$ cat config.mk
export PLATFORM = sky130hd
export DESIGN_NAME = efd_window
export DESIGN_NICKNAME = d
export VERILOG_FILES = /design/src/sv/efd_pkg.sv /design/src/sv/efd_window.sv
export SDC_FILE = /design/constraint.sdc
export NUM_CORES = 1
export LEC_CHECK = 0
export ABC_AREA = 1
export ABC_CLOCK_PERIOD_IN_PS = 1500
export BUFFER_PORTS_ARGS = -buffer_cell sky130_fd_sc_hd__buf_2
export CORE_UTILIZATION = 50
export DETAILED_ROUTE_END_ITERATION = 10
export GPL_ROUTABILITY_DRIVEN = 0
export PLACE_DENSITY = 0.66
export SLEW_MARGIN = 15
export SYNTH_ARGS = -nofsm -noshare
export SYNTH_HDL_FRONTEND = slang
export SYNTH_SLANG_ARGS = --single-unit
$ cat constraint.sdc
create_clock -name clk -period 1.5 [get_ports clk]
set_input_delay 0.3 -clock clk [delete_from_list [all_inputs] [get_ports clk]]
set_output_delay 0.3 -clock clk [all_outputs]
set_load 0.005 [all_outputs]
$ cat src/sv/efd_pkg.sv
package efd_pkg;

    localparam int MAX_WINDOW_DEF = 16;
    localparam int POS_W          = 16;
    localparam int CFG_W          = 15;
    localparam int WLEN_W         = 5;
    localparam int CIDX_W         = 2;
    localparam int IDX32_W        = 32;
    localparam int CNT_W          = 16;
    localparam int ACC_W          = 33;
    localparam int DIV_NW         = 36;
    localparam int DIV_DW         = 18;

    localparam logic [CNT_W-1:0] DUR_CAP = '1;

    localparam logic [WLEN_W-1:0] WLEN_RESET  = WLEN_W'(4);
    localparam logic [CFG_W-1:0]  SPREAD_RESET = CFG_W'(128);
    localparam logic [CFG_W-1:0]  KEEP_RESET   = CFG_W'(256);
    localparam logic [CFG_W-1:0]  TENT_RESET   = CFG_W'(384);

    typedef enum logic [CIDX_W-1:0] {
        CFG_WINDOW_LENGTH = 2'd0,
        CFG_START_SPREAD  = 2'd1,
        CFG_KEEP_RADIUS   = 2'd2,
        CFG_TENT_RADIUS   = 2'd3
    } cfg_reg_t;

    typedef enum logic [3:0] {
        ST_IDLE,
        ST_SPREAD_ACC,
        ST_SPREAD_MUL,
        ST_SPREAD_LIM,
        ST_SPREAD_CMP,
        ST_DIV_CEN,
        ST_RUN_ACC,
        ST_RUN_CMP,
        ST_RUN_ADD,
        ST_DIV_EMIT,
        ST_EMIT_WR,
        ST_FINISH
    } state_t;

    typedef struct packed {
        logic                     start;
        logic signed [DIV_NW-1:0] num;
        logic [DIV_DW-1:0]        den;
    } div_req_t;

endpackage

$ cat src/sv/efd_window.sv
// Sample shift line with one indexed read tap.
module efd_window
    import efd_pkg::*;
#(
    parameter int MAX_WINDOW = MAX_WINDOW_DEF,
    localparam int IDX_W = $clog2(MAX_WINDOW)
)
(
    input  logic                    clk,
    input  logic                    shift_en,
    input  logic signed [POS_W-1:0] x_in,
    input  logic signed [POS_W-1:0] y_in,
    input  logic [IDX_W-1:0]        rd_idx,
    output logic signed [POS_W-1:0] x_out,
    output logic signed [POS_W-1:0] y_out
);

    logic signed [POS_W-1:0] wx_reg [MAX_WINDOW];
    logic signed [POS_W-1:0] wy_reg [MAX_WINDOW];

    always_ff @(posedge clk)
    begin
        if (shift_en)
        begin
            wx_reg[0] <= x_in;
            wy_reg[0] <= y_in;
            for (int i = 1; i < MAX_WINDOW; i++)
            begin
                wx_reg[i] <= wx_reg[i-1];
                wy_reg[i] <= wy_reg[i-1];
            end
        end
    end

    assign x_out = wx_reg[rd_idx];
    assign y_out = wy_reg[rd_idx];

endmodule

==> flow_metrics.py <==
metrics = {
    "clocking": {
        "path_clk_slew_ps": 60,
        "root_buffer": "clkbuf_16",
        "clock_latency_ps": 590,
        "ctsHtreeMaxLevel": 2,
        "cts_tree": "built",
        "numCtsBuffers": 53,
        "cts.sink_count": 512,
        "cts_buffer_depth": 3,
    },
    "routing": {
        "routed-via-count": 14601,
        "postRouteAntennaNets": 0,
        "drt_iter0_markers": 1072,
        "wl_mm": 46.4,
        "drtPass1Iterations": 8,
        "drc": 0,
        "routedWlPerCell_um": 15.9,
        "post_drt_via_cell_ratio": 5.01,
    },
    "status": {
        "status": "finished, violations left",
        "violations": "setup timing",
    },
    "critical_path": {
        "cpPeakStageDelay_ps": 460,
        "crit_type": "reg2out",
        "critical_path_cell_count": 7,
        "reg2reg_to": "wx_reg[6][1]$_DFFE_PP_",
        "worstReg2RegStart": "wx_reg[5][1]$_DFFE_PP_",
        "cpMostUsedCell": "nand3_2",
        "cp_cell_sequence": "inv_1 > nand2_1 > nand3_2 > nand3_2 > nand3_2 > nand2_2 > buf_6",
        "startpoint": "wx_reg[0][12]$_DFFE_PP_",
        "cp.arrival_ps": 1640,
        "start_kind": "flop",
        "worstPathRequired_ps": 1200,
        "ff2ff_setup_slack_ps": 560,
        "crit_path_end_kind": "primary output",
        "r2r_cells": 2,
        "worst-path-buf-inv": 2,
        "cp_top_family": "flip-flops",
        "slowest_stage": "edfxtp_1",
        "worstSetupEndpoint": "x_out[12]",
        "crit_path_max_fanout": 2,
    },
    "finish": {
        "instances_no_fill": 2917,
        "syn_to_final_growth_pct": 24.4,
        "diodes": 0,
        "nets": 2337,
        "nFillCells": 3299,
        "post_route_cells_drive_above_1_share_pct": 23.4,
        "fin_util_pct": 63.3,
    },
    "die": {
        "pin_count": 70,
        "fp.dieArea_um2": 44800,
        "die_y_um": 212,
        "num_rows": 76,
        "initial_utilization_pct": 50.9,
        "core_um2": 43200,
        "die_w_um": 212,
    },
    "timing": {
        "rsz0062_at_grt": "yes",
        "worst_slack_ps": -437,
        "fin_tns_setup_ps": -11530,
        "fmax_mhz": 516,
        "tightest_slew_ps": 351,
        "finClkSkew_ps": 11.5,
        "finalSetupViolCount": 32,
        "fin_crit_ps": 1940,
        "finalHoldViolCount": 0,
        "period_share_pct": 129,
        "final_max_slew_viol_count": 0,
        "maxSlewHeadroom_pct": 76.6,
    },
    "synthesis": {
        "ys_ff_latch": 512,
        "synth_edf_count": 512,
        "synth_commonest_cells": "nand2_1 (672), edfxtp_1 (512), inv_1 (386), nand3_1 (384), buf_2 (43)",
        "synth_cells": 2061,
        "synth_seq_area_share_pct": 70.0,
        "ys.flop_type": "edfxtp_1",
        "ys_async_sr_fraction_pct": 0,
        "synth_warnings": 0,
        "synth.distinct_cells": 12,
        "yosysMostFrequentCell": "nand2_1",
        "syn_area_um2": 22000,
        "synth_top_cell_by_area": "edfxtp_1",
        "syn_area_per_cell_um2": 10.7,
        "synthTopCellsByArea": "edfxtp_1 (70%), nand2_1 (11%), nand3_1 (8.7%)",
        "yosysTopAreaCellShare_pct": 70.0,
        "syn-num-nets": 2099,
    },
    "grt": {
        "grt_pass1_vias": 13944,
        "track_usage_pct": 21.0,
        "globalRouteOverflowTotal": 0,
        "grt_pass1_wl_mm": 74.3,
        "antenna_found_initial": 0,
        "grt_max_degree": 63,
    },
    "pwr": {
        "p_per_area_nw_per_um2": 1190,
        "ir_drop_mv": 1.03,
        "power_mw": 32.6,
        "p_leak_nw": 12.2,
    },
    "job": {
        "drv_cap": 0,
    },
    "place": {
        "dp_cells": 2708,
        "portBuffers": 69,
        "hpwl_mm": 27.8,
    },
    "min_path": {
        "holdCritPathClass": "in2reg",
    },
}
==> placed cells by master, fill, tap and decap left out, drive strengths merged <==
cell type,n
dlygate4sd3,32
edfxtp,512
clkinvlp,1
nand2,672
buf,255
clkinv,18
clkbuf,66
nand3,384
bufinv,4
inv,388
==> per-layer routing <==
layer | vias to the layer above | share of wire, % | global-route usage [%]
li1 | 7140 | - | -
met1 | 6971 | 46 | 30.9
met2 | 423 | 46 | 32.3
met3 | 67 | 5.3 | 2.76
met4 | 0 | 2.3 | 7.30
met5 | - | 0 | 0
==> metrics by stage <==
step / hold slack (ps) / setup slack [ps] / instance area [um^2]
floorplan: 399 / 127 / 22000
global placement: 427 / -284 / 23800
detailed placement: 432 / -300 / 23800
CTS: 201 / -467 / 26500
global route: 221 / -529 / 27300
finish: 228 / -437 / 27300
==> report_power, final <==
group | internal [mW] | leakage, nW | switching, mW
combinational | 1.31 | 6.44 | 1.87
clock | 7.09 | 0.769 | 5.21
sequential | 16.7 | 5.01 | 0.386
==> kinds of logic after synthesis <==
| kind of cell | after synthesis | share of synthesized area, % |
|---|---|---|
| AND/OR/NAND/NOR | 1056 | 20.2 |
| flip-flops | 512 | 70.0 |
| buffers and inverters | 493 | 9.83 |
==> layout make-up <==
cell class,instances,area [um^2],area share [%]
sequential,512,15400,56.2
inverter,388,1470,5.36
tap,585,732,2.68
timing repair buffer,288,2760,10.1
clock inverter,23,204,0.746
multi-input combinational,1056,5430,19.9
clock buffer,65,1370,5.02
==> what timing repair did <==
item | 4_1_cts | 5_1_grt
resized for setup | 123 | 105
setup endpoints to repair | 32 | 32
pin swaps | 97 | 98
buffers inserted | 43 | 46
endpoints found under the hold margin | 32 | 0
hold buffers | 32 | 0
==> worst min-delay path by stage <==
stage	startpoint	end	slack, ps	depth (start not counted)
2_1_floorplan	x_in[0]	wx_reg[0][0]$_DFFE_PP_	400	0
3_3_place_gp	wy_reg[13][7]$_DFFE_PP_	wy_reg[14][7]$_DFFE_PP_	430	0
3_5_place_dp	wx_reg[9][15]$_DFFE_PP_	wx_reg[10][15]$_DFFE_PP_	430	0
4_1_cts	shift_en	wx_reg[2][4]$_DFFE_PP_	200	2
5_1_grt	shift_en	wy_reg[12][0]$_DFFE_PP_	220	2
6_report	shift_en	wx_reg[2][4]$_DFFE_PP_	230	2
No activity file was read; power rests on OpenSTA's default activity.
