## src/sv/efd_pkg.sv

```systemverilog
package efd_pkg;

    localparam int MAX_WINDOW_DEF = 16;
    localparam int POS_W          = 16;
    localparam int CFG_W          = 15;
    localparam int WLEN_W         = 5;
    localparam int CIDX_W         = 2;
    localparam int IDX32_W        = 32;
    localparam int CNT_W          = 16;
    localparam int ACC_W          = 33;
    localparam int DIV_NW         = 36;
    localparam int DIV_DW         = 18;

    localparam logic [CNT_W-1:0] DUR_CAP = '1;

    localparam logic [WLEN_W-1:0] WLEN_RESET  = WLEN_W'(4);
    localparam logic [CFG_W-1:0]  SPREAD_RESET = CFG_W'(128);
    localparam logic [CFG_W-1:0]  KEEP_RESET   = CFG_W'(256);
    localparam logic [CFG_W-1:0]  TENT_RESET   = CFG_W'(384);

    typedef enum logic [CIDX_W-1:0] {
        CFG_WINDOW_LENGTH = 2'd0,
        CFG_START_SPREAD  = 2'd1,
        CFG_KEEP_RADIUS   = 2'd2,
        CFG_TENT_RADIUS   = 2'd3
    } cfg_reg_t;

    typedef enum logic [3:0] {
        ST_IDLE,
        ST_SPREAD_ACC,
        ST_SPREAD_MUL,
        ST_SPREAD_LIM,
        ST_SPREAD_CMP,
        ST_DIV_CEN,
        ST_RUN_ACC,
        ST_RUN_CMP,
        ST_RUN_ADD,
        ST_DIV_EMIT,
        ST_EMIT_WR,
        ST_FINISH
    } state_t;

    typedef struct packed {
        logic                     start;
        logic signed [DIV_NW-1:0] num;
        logic [DIV_DW-1:0]        den;
    } div_req_t;

endpackage

```

## src/sv/efd_div.sv

```systemverilog
// Bit-serial restoring divider, floor quotient of a signed numerator by a
// non-negative denominator. One quotient bit per cycle.
module efd_div
    import efd_pkg::*;
(
    input  logic                     clk,
    input  logic                     rst_n,
    input  div_req_t                 req,
    output logic                     done,
    output logic signed [DIV_NW-1:0] quot
);

    localparam int CW = $clog2(DIV_NW + 1);

    logic [DIV_NW-1:0] a_reg, a_next;
    logic [DIV_DW:0]   rem_reg, rem_next;
    logic [DIV_DW-1:0] den_reg, den_next;
    logic              neg_reg, neg_next;
    logic [CW-1:0]     cnt_reg, cnt_next;
    logic              busy_reg, busy_next;
    logic              done_reg, done_next;
    logic [DIV_DW:0]   shifted;
    logic [DIV_DW+1:0] trial;

    always_comb
    begin
        a_next    = a_reg;
        rem_next  = rem_reg;
        den_next  = den_reg;
        neg_next  = neg_reg;
        cnt_next  = cnt_reg;
        busy_next = busy_reg;
        done_next = 1'b0;
        shifted   = {rem_reg[DIV_DW-1:0], a_reg[DIV_NW-1]};
        trial     = {1'b0, shifted} - {2'b00, den_reg};
        if (req.start)
        begin
            // floor(n/d) for n < 0 is ~((~n)/d)
            neg_next  = req.num[DIV_NW-1];
            a_next    = req.num[DIV_NW-1] ? ~req.num : req.num;
            rem_next  = '0;
            den_next  = req.den;
            cnt_next  = CW'(DIV_NW);
            busy_next = 1'b1;
        end
        else if (busy_reg)
        begin
            if (!trial[DIV_DW+1])
            begin
                rem_next = trial[DIV_DW:0];
                a_next   = {a_reg[DIV_NW-2:0], 1'b1};
            end
            else
            begin
                rem_next = shifted;
                a_next   = {a_reg[DIV_NW-2:0], 1'b0};
            end
            cnt_next = cnt_reg - CW'(1);
            if (cnt_reg == CW'(1))
            begin
                busy_next = 1'b0;
                done_next = 1'b1;
            end
        end
    end

    always_ff @(posedge clk or negedge rst_n)
    begin
        if (!rst_n)
        begin
            cnt_reg  <= '0;
            busy_reg <= 1'b0;
            done_reg <= 1'b0;
        end
        else
        begin
            cnt_reg  <= cnt_next;
            busy_reg <= busy_next;
            done_reg <= done_next;
        end
    end

    always_ff @(posedge clk)
    begin
        a_reg   <= a_next;
        rem_reg <= rem_next;
        den_reg <= den_next;
        neg_reg <= neg_next;
    end

    assign done = done_reg;
    assign quot = neg_reg ? $signed(~a_reg) : $signed(a_reg);

endmodule

```

## config.mk

```make
export PLATFORM = sky130hd
export DESIGN_NAME = efd_div
export DESIGN_NICKNAME = d
export VERILOG_FILES = /design/src/sv/efd_pkg.sv /design/src/sv/efd_div.sv
export SDC_FILE = /design/constraint.sdc
export NUM_CORES = 1
export LEC_CHECK = 0
export ABC_AREA = 1
export BUFFER_PORTS_ARGS = -buffer_cell sky130_fd_sc_hd__buf_2
export CORE_MARGIN = 2
export CORE_UTILIZATION = 51
export DETAILED_ROUTE_END_ITERATION = 10
export PLACE_DENSITY_LB_ADDON = 0.3
export REMOVE_ABC_BUFFERS = 1
export SETUP_SLACK_MARGIN = 0.2
export SKIP_CTS_REPAIR_TIMING = 1
export SYNTH_ARGS = -nofsm -noshare
export SYNTH_HDL_FRONTEND = slang
export SYNTH_SLANG_ARGS = --single-unit
```

## constraint.sdc

```tcl
create_clock -name clk -period 2.1 [get_ports clk]
set_input_delay 0.105 -clock clk [delete_from_list [all_inputs] [get_ports clk]]
set_output_delay 0.105 -clock clk [all_outputs]
set_load 0.03 [all_outputs]
```

==> flow_metrics.env <==
export IMPL_outcome="complete, no violations"
export IMPL_critPathLaunch="a_reg[35]"
export IMPL_area_of_the_multi_input_gates_um2=2810
export IMPL_switching_share_pct=40.4
export IMPL_crit_path_end="rem_reg[12]"
export IMPL_relSlewSlack_pct=60.9
export IMPL_setup_viol=0
export IMPL_wl_mm=12.0
export IMPL_reg2regPathDepth=14
export IMPL_syn_cell_area_um2=5210
export IMPL_grt_max_degree=52
export IMPL_worst_hold_slack_ps=105
export IMPL_crit_buf_inv=2
export IMPL_clock_root_buffer="sky130_fd_sc_hd__clkbuf_8"
export IMPL_yosys_area_top_type_share_pct=31.7
export IMPL_cts_buffer_depth=2
export IMPL_tritoncts="done"
export IMPL_cp_end_kind="register"
export IMPL_worst_setup_path_type="reg2reg"
export IMPL_grt_usage_pct=21.7
export IMPL_clkSlewWorstSetupHoldPaths_ps=80
export IMPL_timing_final_crit_share_pct=88.8
export IMPL_switching_power_w=0.00272
export IMPL_synth_warning_count=0
export IMPL_dp_hpwl_mm=8.27
export IMPL_clkSinkCount=81
export IMPL_sequentialPowerShare_pct=32.8
export IMPL_worst_path_dominant_cell_family="simple AND/OR/NAND/NOR gates"
export IMPL_drt_antenna_violating_nets=0
export IMPL_intPower_w=0.00402
export IMPL_timing_max_transition_violations_final=0
export IMPL_num_vias=4467
export IMPL_synth_sequential_area_ratio_pct=42.4
export IMPL_crit_path_top_delay_cell="sky130_fd_sc_hd__edfxtp_1"
export IMPL_n_fill_cell=799
export IMPL_largest_register_ff_count=36
export IMPL_setup_tns_ps=0
export IMPL_start_util_pct=52.9
export IMPL_ordered_cell_list_for_the_critical_path="inv_2 -> ha_4 -> inv_4 -> fa_2 -> nand2_1 -> nand3_2 -> nand3_2 -> nand2_4 -> nand2_2 -> nand2_1 -> nand2_1 -> nand3_2 -> nand3_2 -> nand2_1"
export IMPL_ys_ff_latch=81
export IMPL_req_time_crit_path_ps=2350
export IMPL_detailed_route_iter0_violations=238
export IMPL_drive_gt1_share_pct=27.7
export IMPL_global_route_wire_length_before_repair_mm=19.2
export IMPL_die_w_um=105
export IMPL_combinationalPowerShare_pct=49.1
export IMPL_timing_critical_path_from_type="register"
export IMPL_power_static_leakage_nw=3.16
export IMPL_die_area_um2=11000
export IMPL_number_of_antenna_repair_diodes=0
export IMPL_design_core_area_um2=9860
export IMPL_overflow=0
export IMPL_vdd_ir_drop_max_mv=0.478
export IMPL_yosys_cell_types_count=33
export IMPL_layout_cells_most_common="sky130_fd_sc_hd__nand2_1"
export IMPL_avgRoutedWirePerCell_um=13.3
export IMPL_synth_area_leaders="sky130_fd_sc_hd__edfxtp_1, sky130_fd_sc_hd__nand2_1, sky130_fd_sc_hd__dfxtp_1"
export IMPL_numCtsBuffers=9
export IMPL_finClkSkew_ps=10.7
export IMPL_num_io_pins=94
export IMPL_critical_path_depth=14
export IMPL_worst_r2r_endpoint="rem_reg[12]"
export IMPL_grt_setup_unrepaired="yes"
export IMPL_avgViaCountPerCell=4.96
export IMPL_worst_skew_pair_late_latency_ps=360
export IMPL_drc_errors_left=0
export IMPL_io_buffers=93
export IMPL_clkPwrFrac_pct=18.1
export IMPL_post_synth_cell_area_avg_um2=8.18
export IMPL_crit_path_max_fanout=4
export IMPL_mostFrequentLayoutCells="sky130_fd_sc_hd__nand2_1, sky130_fd_sc_hd__buf_2, sky130_fd_sc_hd__inv_1"
export IMPL_regToRegSetupSlack_ps=230
export IMPL_worstPathArrival_ps=2110
export IMPL_gpl_final_weighted_congestion=0.933
export IMPL_netlist_top_cell_by_area="sky130_fd_sc_hd__edfxtp_1"
export IMPL_powerDensity_nw_per_um2=1010
export IMPL_synth_cells=637
export IMPL_reg2reg_from="a_reg[35]"
export IMPL_worst_slew_pin_slew_ps=586
export IMPL_first_global_vias=4212
export IMPL_ff_latch_area_um2=2210
export IMPL_max_clock_freq_mhz=536
export IMPL_core_rowCount=36
export IMPL_hold_crit_path_type="in2async"
export IMPL_final_net_count=841
export IMPL_period_minus_slack_ps=1870
export IMPL_hold_viol_final=0
export IMPL_die_height_um=105
export IMPL_area_growth_pct=28.3
export IMPL_antenna_found_initial=0
export IMPL_firstDrtPassIters=5
export IMPL_cpPeakStageDelay_ps=410
export IMPL_max_capacitance_violation_total=0
export IMPL_htree_levels=3
-- how the worst min path moves through the flow --
| stage | cells after the start | endpoint | slack (ps) | start |
|---|---|---|---|---|
| after floorplan | 0 | busy_reg | -190 | rst_n |
| after global placement | 1 | done | -50 | rst_n |
| after detailed placement | 1 | done | -40 | rst_n |
| after CTS | 1 | cnt_reg[3] | -440 | rst_n |
| after global routing | 3 | a_reg[1] | 110 | req[19] |
| final | 2 | cnt_reg[3] | 110 | rst_n |
-- through the flow --
| stage | std cells | util, % | total power, W | setup slack [ps] | instance area (um^2) |
|---|---|---|---|---|---|
| global placement | 858 | 59.7 | 0.00496 | 113 | 5890 |
| CTS | 874 | 61.8 | 0.00625 | -39.1 | 6100 |
| global route | 901 | 67.8 | 0.00723 | 85.2 | 6690 |
| detailed placement | 858 | 59.7 | 0.00500 | 43.9 | 5890 |
| finish | 901 | 67.8 | 0.00675 | 234 | 6690 |
| floorplan | 614 | - | 0.00420 | -314 | 5100 |
-- synth_stat cells --
library cell	number
sky130_fd_sc_hd__nor2_1	22
sky130_fd_sc_hd__inv_2	3
sky130_fd_sc_hd__xnor2_1	40
sky130_fd_sc_hd__nor2_2	2
sky130_fd_sc_hd__nand3_2	8
sky130_fd_sc_hd__a21oi_1	10
sky130_fd_sc_hd__nor3_1	6
sky130_fd_sc_hd__fa_1	1
sky130_fd_sc_hd__dfrtp_1	8
sky130_fd_sc_hd__nor2_4	1
sky130_fd_sc_hd__o21ai_2	1
sky130_fd_sc_hd__edfxtp_1	55
sky130_fd_sc_hd__and2_1	1
sky130_fd_sc_hd__nand2_1	167
sky130_fd_sc_hd__clkinv_1	1
sky130_fd_sc_hd__buf_4	1
sky130_fd_sc_hd__o21ai_0	40
sky130_fd_sc_hd__o22ai_1	1
sky130_fd_sc_hd__dfxtp_1	18
sky130_fd_sc_hd__inv_1	94
sky130_fd_sc_hd__a21oi_4	1
sky130_fd_sc_hd__clkbuf_1	11
sky130_fd_sc_hd__nand3_4	1
sky130_fd_sc_hd__nand4_1	20
sky130_fd_sc_hd__nand3_1	40
sky130_fd_sc_hd__o21ai_1	6
sky130_fd_sc_hd__o21bai_1	1
sky130_fd_sc_hd__buf_6	2
sky130_fd_sc_hd__xor2_1	38
sky130_fd_sc_hd__ha_1	20
sky130_fd_sc_hd__a21oi_2	1
sky130_fd_sc_hd__buf_2	9
sky130_fd_sc_hd__nand2_2	7
-- worst register-to-register path, cell delays in order (launching register included) --
cell and delay, ps:
sky130_fd_sc_hd__edfxtp_1 410, sky130_fd_sc_hd__inv_2 100, sky130_fd_sc_hd__ha_4 140, sky130_fd_sc_hd__inv_4 40
sky130_fd_sc_hd__fa_2 380, sky130_fd_sc_hd__nand2_1 90, sky130_fd_sc_hd__nand3_2 80, sky130_fd_sc_hd__nand3_2 90
sky130_fd_sc_hd__nand2_4 70, sky130_fd_sc_hd__nand2_2 70, sky130_fd_sc_hd__nand2_1 50, sky130_fd_sc_hd__nand2_1 70
sky130_fd_sc_hd__nand3_2 60, sky130_fd_sc_hd__nand3_2 50, sky130_fd_sc_hd__nand2_1 60
-- power groups by stage --
stage | logic, W | clock network [W] | registers [W]
global placement | 0.00277 | 0 | 0.00219
global route | 0.00366 | 0.00132 | 0.00225
floorplan | 0.00203 | 0 | 0.00218
finish | 0.00331 | 0.00122 | 0.00221
detailed placement | 0.00280 | 0 | 0.00220
CTS | 0.00282 | 0.00126 | 0.00217
-- cells by family (layout without fill, tap and decap cells) --
kind of cell | Yosys count | count (layout) | share of synthesized area, %
xor+xnor | 78 | 78 | 13.1
simple gates | 275 | 275 | 23.7
compound gates | 61 | 61 | 6.29
buf+inv | 121 | 252 | 9.29
fa+ha+maj | 21 | 21 | 5.18
flops | 81 | 81 | 42.4
-- routing by layer --
metal	up-vias	track usage (%)	share of wire, %
met5	-	0	0
met1	2032	26.8	45
li1	2290	-	-
met2	133	36.0	48
met4	0	8.00	1.4
met3	12	6.43	6.3
-- area by class of cell --
type	instances	area share, %
clock buffer	10	1.91
clock inverter	6	1.22
inverter	98	5.57
multi-input combinational	435	42.0
sequential	81	33.1
tap	133	2.49
timing repair buffer	138	13.7
No activity file was read; power rests on OpenSTA's default activity.
